--- src/rtl/bqc_fifo.sv ---
// Small first-in first-out queue of fixed-width entries.
module bqc_fifo #(
    parameter int WIDTH = 8,
    parameter int DEPTH = 2
) (
    input  logic             clk,
    input  logic             rst_n,
    input  logic             push,
    output logic             full,
    input  logic [WIDTH-1:0] din,
    input  logic             pop,
    output logic             empty,
    output logic [WIDTH-1:0] dout
);
    localparam int PTR_W = (DEPTH > 1) ? $clog2(DEPTH) : 1;
    localparam int CNT_W = $clog2(DEPTH + 1);

    logic [WIDTH-1:0] mem_reg [DEPTH];
    logic [PTR_W-1:0] wr_ptr_reg;
    logic [PTR_W-1:0] rd_ptr_reg;
    logic [CNT_W-1:0] count_reg;
    logic             do_push;
    logic             do_pop;

    assign full    = (count_reg == CNT_W'(DEPTH));
    assign empty   = (count_reg == '0);
    assign do_push = push && !full;
    assign do_pop  = pop && !empty;
    assign dout    = mem_reg[rd_ptr_reg];

    always_ff @(posedge clk)
    begin
        if (do_push)
        begin
            mem_reg[wr_ptr_reg] <= din;
        end
    end

    always_ff @(posedge clk or negedge rst_n)
    begin
        if (!rst_n)
        begin
            wr_ptr_reg <= '0;
            rd_ptr_reg <= '0;
            count_reg  <= '0;
        end
        else
        begin
            if (do_push)
            begin
                wr_ptr_reg <= (wr_ptr_reg == PTR_W'(DEPTH - 1)) ? '0 : wr_ptr_reg + 1'b1;
            end
            if (do_pop)
            begin
                rd_ptr_reg <= (rd_ptr_reg == PTR_W'(DEPTH - 1)) ? '0 : rd_ptr_reg + 1'b1;
            end
            if (do_push && !do_pop)
            begin
                count_reg <= count_reg + 1'b1;
            end
            else if (do_pop && !do_push)
            begin
                count_reg <= count_reg - 1'b1;
            end
        end
    end

endmodule

--- config.mk ---
export PLATFORM = sky130hd
export DESIGN_NAME = bqc_fifo
export DESIGN_NICKNAME = d
export VERILOG_FILES = /design/src/rtl/bqc_fifo.sv
export SDC_FILE = /design/constraint.sdc
export NUM_CORES = 1
export LEC_CHECK = 0
export ABC_CLOCK_PERIOD_IN_PS = 3480
export BUFFER_PORTS_ARGS = -buffer_cell sky130_fd_sc_hd__buf_2
export CORE_UTILIZATION = 52
export DETAILED_ROUTE_END_ITERATION = 6
export HOLD_SLACK_MARGIN = 0.03
export PLACE_DENSITY = 0.84
export SETUP_SLACK_MARGIN = 0.1
export SLEW_MARGIN = 30
export SYNTH_ARGS = -nofsm -noshare
export SYNTH_HDL_FRONTEND = slang
export SYNTH_SLANG_ARGS = --single-unit
--- constraint.sdc ---
create_clock -name clk -period 3.48 [get_ports clk]
set_input_delay 0.696 -clock clk [delete_from_list [all_inputs] [get_ports clk]]
set_output_delay 0.696 -clock clk [all_outputs]
set_load 0.02 [all_outputs]
==> qor.yml, run 1 <==
sta:
  slew_violations: 0
  max_freq_ghz: 0.471
  final.period_utilization: 0.610
  fin_ws_ps: 1360
  setup_viol: 0
  fin_setup_tns_ps: 0
  hold_slack_ps: 196
  worst_pin_slew_ps: 697
  period_needed_ps: 2120
  slew_headroom: 0.534
  finClkSkew_ps: 3.41
  hold_viol: 0
  rsz0062_at_grt: "no"
drt:
  ant_nets: 0
  wl_per_cell_um: 12.7
  drt_iter0_drc: 4
  dr.pass1.iters: 4
  drc: 0
  vias_per_cell: 5.00
  totalWireLength_mm: 1.04
  dr_total_vias: 410
cells_and_area:
  largest_reg_flops: 16
  layout_common_cells: "buf_2 (21), edfxtp_1 (16), mux2_1 (6)"
  fin_nets: 82
  syn_to_final_growth_pct: 18.1
  seqCellArea_um2: 581
  stdcell_count: 82
  mostFrequentLayoutCell: "buf_2"
  multiInputGateArea_um2: 189
  drive_gt1_frac: 0.418
  diodes: 0
  fill_cells: 98
global_route:
  antenna_found_initial: 0
  grt_max_degree: 11
  track_usage: 0.152
  grt_pass1_vias: 373
  grt_pass1_wl_mm: 1.52
  grt_overflow: 0
die:
  initial_utilization: 0.579
  die_area_mm2: 0.00166
  pin_count: 22
  core-area_mm2: 0.00135
  die_y_um: 40.8
  fp.dieW_um: 40.8
  num_rows: 13
clock_tree:
  postCtsSetupRepairBufs: 0
  cts-root-buf: "clkbuf_4"
  hold_buffers: 0
  cts_tree: "yes"
  path_clk_slew_ps: 100
  clk_latency_ps: 280
  cts.repair.resized: 0
  cts_buffer_depth: 2
  htree_num_levels: 1
  cts_sinks: 20
  numCtsBuffers: 3
synth:
  yosys_warnings: 0
  yosys_register_bits: 20
  syn_inst: 44
  seq_area_frac_synth: 0.742
  synth.distinct_cells: 15
  synth_area_um2: 782
  postSynthAreaPerCell_um2: 17.8
  syn-num-nets: 57
pwr:
  power.leakage_uw: 0.000388
  ir_drop_uv: 505
  seqPwrFrac: 0.505
  power_density_mw_per_mm2: 832
  p_comb_frac: 0.366
  power.internal_uw: 498
  power_uw: 768
  p_switching_uw: 270
  clkPwrFrac: 0.129
  p_sw_frac: 0.352
placement:
  pre_cts_ws_ps: 1670
  dp_hpwl_um: 787
  dpl.cell_count: 79
  port-buffer-count: 21
  gp_congestion: 0.623
critical_path:
  start_kind: "flop"
  end_kind: "output pin"
  critPathSlowestCell: "dfrtp_1"
  critical_path_class: "flop to output pin"
  cpPeakStageDelay_ps: 590
  cp_data_arrival_time_ps: 1430
  cp_data_required_time_ps: 2780
  cp_max_fo: 9
  worstPathCellList: "mux2_2 -> buf_2"
flow_run:
  cap_violations: 0
min_path:
  hp-class: "input port to asynchronous set/reset pin"
outcome:
  outcome: "finished clean"
==> layout make-up <==
class / count / share of cell area
sequential: 20 / 0.629
multi-input combinational: 21 / 0.205
timing repair buffer: 21 / 0.114
clock buffer: 3 / 0.0244
tap: 15 / 0.0203
inverter: 2 / 0.00813
==> cells in the mapped netlist <==
cell,instances,area share
edfxtp_1,16,0.61
mux2_1,6,0.086
dfrtp_1,4,0.13
nor2_1,3,0.014
inv_1,2,0.0096
mux2_2,2,0.029
xnor2_1,2,0.022
xor2_1,2,0.022
and3_1,1,0.0080
buf_2,1,0.0064
ha_1,1,0.016
nand2_2,1,0.0080
nand2b_1,1,0.0080
o21ai_1,1,0.0064
xnor2_2,1,0.021
==> per-layer routing <==
layer	GRT usage	share of wire
met5	0	0
met4	0.0750	0
met3	0.0489	0.060
met2	0.250	0.52
met1	0.177	0.41
==> worst max-delay path: cells and delay by family, from the launching register on <==
family	cells	cell delay, ps
buffers and inverters	1	160
DFF	1	590
muxes	1	390
==> final timing paths <==
check	start	endpoint	slack (ps)	cells past startpoint
setup / recovery	rd_ptr_reg$_DFFE_PN0P_	dout[2]	1360	2
hold / removal	rst_n	count_reg[1]$_DFFE_PN0P_	200	1
setup reg to reg	count_reg[0]$_DFFE_PN0P_	mem_reg[0][5]$_DFFE_PP_	1850	3
max in group asynchronous	rst_n	rd_ptr_reg$_DFFE_PN0P_	3160	1
hold reg to reg	wr_ptr_reg$_DFFE_PN0N_	wr_ptr_reg$_DFFE_PN0N_	530	1
min in group clk	wr_ptr_reg$_DFFE_PN0N_	wr_ptr_reg$_DFFE_PN0N_	530	1
==> power by group through the flow <==
stage | clock network, µW | registers, µW | logic [µW]
6_report | 98.9 | 388 | 281
4_1_cts | 103 | 388 | 285
2_1_floorplan | 0 | 365 | 231
5_1_grt | 109 | 397 | 308
3_3_place_gp | 0 | 390 | 279
3_5_place_dp | 0 | 393 | 283
==> cell families (layout without fill, tap and decap cells) <==
family	after synthesis	after routing	share of synthesized area
flip-flops	20	20	0.742
multiplexers	8	8	0.115
AND/OR/NAND/NOR	6	6	0.0384
XOR/XNOR	5	5	0.0656
buffers and inverters	3	26	0.0160
adder cells (fa/ha/maj)	1	1	0.0160
AO/OA/AOI/OAI	1	1	0.00639
==> metrics by stage <==
stage / cell area, µm² / util
2_1_floorplan: 782 / -
3_5_place_dp: 901 / 0.667
5_1_grt: 923 / 0.684
6_report: 923 / 0.684
4_1_cts: 923 / 0.684
3_3_place_gp: 901 / 0.667
Power figures use the tool's default switching activity.
==> inputs of run 2 (changes only) <==
Settings changed: ABC_CLOCK_PERIOD_IN_PS 3480 to 1900, CORE_ASPECT_RATIO set to 0.75, CORE_UTILIZATION 52 to 44, PLACE_DENSITY 0.84 to 0.76.
Clock period 3.48 ns to 1.9 ns, I/O delays scaled along.
==> qor.yml, run 2 (same netlist as run 1, synthesis figures left out) <==
sta:
  slew_violations: 0
  worst_pin_slew_ps: 383
  setup_viol: 0
  max_freq_ghz: 0.585
  slew_headroom: 0.745
  hold_viol: 0
  rsz0062_at_grt: "no"
  period_needed_ps: 1710
  final.period_utilization: 0.900
  finClkSkew_ps: 5.93
  fin_setup_tns_ps: 0
die:
  pin_count: 22
  core-area_mm2: 0.00158
  die_y_um: 38.5
  die_area_mm2: 0.00195
  initial_utilization: 0.496
  num_rows: 12
  fp.dieW_um: 50.7
clock_tree:
  cts-root-buf: "clkbuf_4"
  path_clk_slew_ps: 110
  cts_tree: "yes"
  cts_sinks: 20
  clk_latency_ps: 290
  numCtsBuffers: 3
  htree_num_levels: 1
  cts_buffer_depth: 2
drt:
  wl_per_cell_um: 12.2
  totalWireLength_mm: 1.12
  vias_per_cell: 4.73
  dr.pass1.iters: 2
  dr_total_vias: 435
  drt_iter0_drc: 5
  ant_nets: 0
  drc: 0
placement:
  dp_hpwl_um: 836
  port-buffer-count: 21
  gp_congestion: 0.687
  placed_cell_area_um2: 923
outcome:
  outcome: "finished clean"
pwr:
  p_sw_frac: 0.344
  clkPwrFrac: 0.157
  seqPwrFrac: 0.480
  power_density_mw_per_mm2: 1530
  power.internal_uw: 976
  ir_drop_uv: 795
  power.leakage_uw: 0.000409
  p_switching_uw: 511
  p_comb_frac: 0.363
global_route:
  grt_pass1_wl_mm: 1.85
  grt_overflow: 0
  antenna_found_initial: 0
  grt_max_degree: 12
  grt_pass1_vias: 435
  track_usage: 0.142
cells_and_area:
  largest_reg_flops: 16
  syn_to_final_growth_pct: 24.2
  diodes: 0
  mostFrequentLayoutCell: "buf_2"
  seqCellArea_um2: 582
  fin_nets: 85
  post-route-cell-area_um2: 971
  drive_gt1_frac: 0.451
  layout_common_cells: "buf_2 (21), edfxtp_1 (16), mux2_1 (6)"
  multiInputGateArea_um2: 189
  fill_cells: 136
flow_run:
  cap_violations: 0
critical_path:
  cp_data_required_time_ps: 1520
  cp_max_fo: 9
  start_kind: "flop"
  critical_path_class: "flop to output pin"
  cp_data_arrival_time_ps: 1330
  end_kind: "output pin"
min_path:
  hp-class: "input port to flop"
-- run 2: cell types whose count changed in the layout (fill, tap and decap cells not counted), sizes merged --
cell / delta
dlygate4sd3: +1
clkbuf: +1
buf: +2
-- run 2: metal layers --
layer  vias up  share of wire  GRT usage
li1        212              -          -
met1       209           0.47      0.191
met2        12           0.48      0.203
met3         2          0.035     0.0357
met4         0          0.017      0.104
met5         -              0          0
-- run 2: cell type report --
type | count | share of cell area
multi-input cells | 21 | 0.195
repair buffers | 24 | 0.134
inverters | 2 | 0.00773
well taps | 21 | 0.0271
clock buffers | 4 | 0.0374
flip-flops and latches | 20 | 0.599
-- run 2: worst paths after layout --
kind,start,end,slack [ps],cells past startpoint
setup / recovery,rd_ptr_reg$_DFFE_PN0P_,dout[7],190,2
hold / removal,din[2],mem_reg[0][2]$_DFFE_PP_,270,1
setup reg to reg,count_reg[0]$_DFFE_PN0P_,count_reg[1]$_DFFE_PN0P_,420,6
hold reg to reg,wr_ptr_reg$_DFFE_PN0N_,wr_ptr_reg$_DFFE_PN0N_,530,1
max in group asynchronous,rst_n,rd_ptr_reg$_DFFE_PN0P_,1370,2
min in group asynchronous,rst_n,count_reg[0]$_DFFE_PN0P_,400,2
-- run 2: worst max-delay path, stage by stage, from the launching register on --
cell and delay (ps):
dfrtp_2 520, mux2_2 370, buf_2 160
-- run 2: metrics by stage --
stage	cells	util	total power, µW	hold WS (ps)	setup slack (ps)
floorplan	44	-	1090	84.4	508
global placement	87	0.586	1250	192	431
detailed placement	87	0.586	1270	192	404
CTS	92	0.616	1510	265	184
global route	92	0.616	1570	255	142
finish	92	0.616	1490	273	190
-- run 2: power by group through the flow --
stage | Clock (µW) | Combinational [µW] | Sequential, µW
finish | 234 | 540 | 713
detailed placement | 0 | 544 | 722
global route | 259 | 583 | 731
CTS | 245 | 549 | 714
global placement | 0 | 537 | 712
floorplan | 0 | 422 | 668
-- run 2: repair_timing --
action | 4_1_cts | 5_1_grt
setup buffers | 0 | 0
hold endpoints to repair | 4 | 0
gates resized for setup | 1 | 0
endpoints found under the setup margin | 8 | 0
hold buffers | 1 | 0
==> inputs of run 3 (changes only) <==
Settings changed: CORE_ASPECT_RATIO 0.75 to not set, GPL_TIMING_DRIVEN set to 0.
==> qor.yml, run 3 (same netlist as run 1, synthesis figures left out) <==
cells_and_area:
  layout_common_cells: "buf_2 (21), edfxtp_1 (16), mux2_1 (6)"
  diodes: 0
  drive_gt1_frac: 0.429
  fin_nets: 84
  mostFrequentLayoutCell: "buf_2"
  syn_to_final_growth_pct: 22.2
  fin_util: 0.606
  fill_cells: 135
  post-route-cell-area_um2: 956
  largest_reg_flops: 16
drt:
  drc: 0
  dr.pass1.iters: 6
  dr_total_vias: 441
  ant_nets: 0
  drt_iter0_drc: 4
  totalWireLength_mm: 1.11
  wl_per_cell_um: 12.9
  vias_per_cell: 5.13
sta:
  slew_headroom: 0.536
  hold_viol: 0
  fin_setup_tns_ps: 0
  period_needed_ps: 1720
  final.period_utilization: 0.905
  setup_viol: 0
  slew_violations: 0
  worst_pin_slew_ps: 693
  rsz0062_at_grt: "no"
  max_freq_ghz: 0.582
  finClkSkew_ps: 2.61
critical_path:
  start_kind: "flop"
  cp_data_arrival_time_ps: 1340
  end_kind: "output pin"
  cp_max_fo: 9
  critical_path_class: "flop to output pin"
  cp_data_required_time_ps: 1520
die:
  num_rows: 14
  pin_count: 22
  die_area_mm2: 0.00195
  fp.dieW_um: 44.2
  die_y_um: 44.2
  core-area_mm2: 0.00158
  initial_utilization: 0.496
global_route:
  track_usage: 0.141
  antenna_found_initial: 0
  grt_pass1_wl_mm: 1.84
  grt_overflow: 0
  grt_max_degree: 12
  grt_pass1_vias: 443
clock_tree:
  cts_tree: "yes"
  postCtsSetupRepairBufs: 0
  path_clk_slew_ps: 110
  cts-root-buf: "clkbuf_4"
  numCtsBuffers: 3
  htree_num_levels: 1
  cts_sinks: 20
  clk_latency_ps: 290
  cts_buffer_depth: 2
flow_run:
  cap_violations: 0
placement:
  placed_cell_area_um2: 907
  port-buffer-count: 21
  gp_congestion: 0.660
pwr:
  power_density_mw_per_mm2: 1540
  ir_drop_uv: 743
  power.leakage_uw: 0.000404
outcome:
  outcome: "finished clean"
min_path:
  hp-class: "input port to flop"
run 3: changes by cell type in the layout (fill, tap and decap cells not counted), sizes merged:
cell,delta
buf,-2
clkbuf,+1
run 3: worst max-delay path, cell delays in order (launching register included):
cell and delay, ps:
dfrtp_1 370, clkbuf_4 190, mux2_1 330, buf_2 160
run 3: final cells by class:
cell class	instances	area (µm²)	area share
clock buffers	4	36.3	0.0380
plain buffers	1	7.51	0.00785
flip-flops and latches	20	581	0.607
multi-input cells	21	189	0.198
well taps	16	20.0	0.0209
repair buffers	22	115	0.120
inverters	2	7.51	0.00785
run 3: path summary, 6_finish.rpt:
kind,cells after the start,endpoint,slack (ps),from
hold / removal,1,mem_reg[0][0]$_DFFE_PP_,270,din[0]
max in group asynchronous,2,count_reg[0]$_DFFE_PN0P_,1370,rst_n
setup / recovery,3,dout[0],180,rd_ptr_reg$_DFFE_PN0P_
min in group asynchronous,2,wr_ptr_reg$_DFFE_PN0N_,420,rst_n
hold reg to reg,1,wr_ptr_reg$_DFFE_PN0N_,530,wr_ptr_reg$_DFFE_PN0N_
setup reg to reg,3,mem_reg[0][7]$_DFFE_PP_,270,count_reg[0]$_DFFE_PN0P_
run 3: power breakdown:
part	total [µW]	leakage (µW)	switching [µW]	internal (µW)
combinational	565	0.000188	325	240
clock	238	0.0000210	121	117
sequential	674	0.000195	60.6	613
run 3: per-stage QoR:
| stage | total power [µW] | hold WS [ps] | setup slack, ps | std cells |
|---|---|---|---|---|
| 6_report | 1480 | 268 | 181 | 86 |
| 5_1_grt | 1560 | 255 | 105 | 86 |
| 4_1_cts | 1490 | 261 | 138 | 86 |
| 3_5_place_dp | 1260 | 189 | 221 | 81 |
| 3_3_place_gp | 1240 | 190 | 253 | 81 |
| 2_1_floorplan | 1090 | 84.4 | 508 | 44 |
run 3: what timing repair did:
| action | in CTS | in global routing |
|---|---|---|
| setup endpoints to repair | 0 | 3 |
| hold endpoints to repair | 4 | 0 |
| hold buffers | 1 | 0 |
| resized for setup | 0 | 1 |
run 3: metal layers:
layer  vias to the layer above  global-route usage  routed length, µm
met4                         0               0.127                 41
li1                        211                   -                  -
met2                        16               0.232                560
met5                         -                   0                  0
met3                         4              0.0245                 49
met1                       210               0.153                459
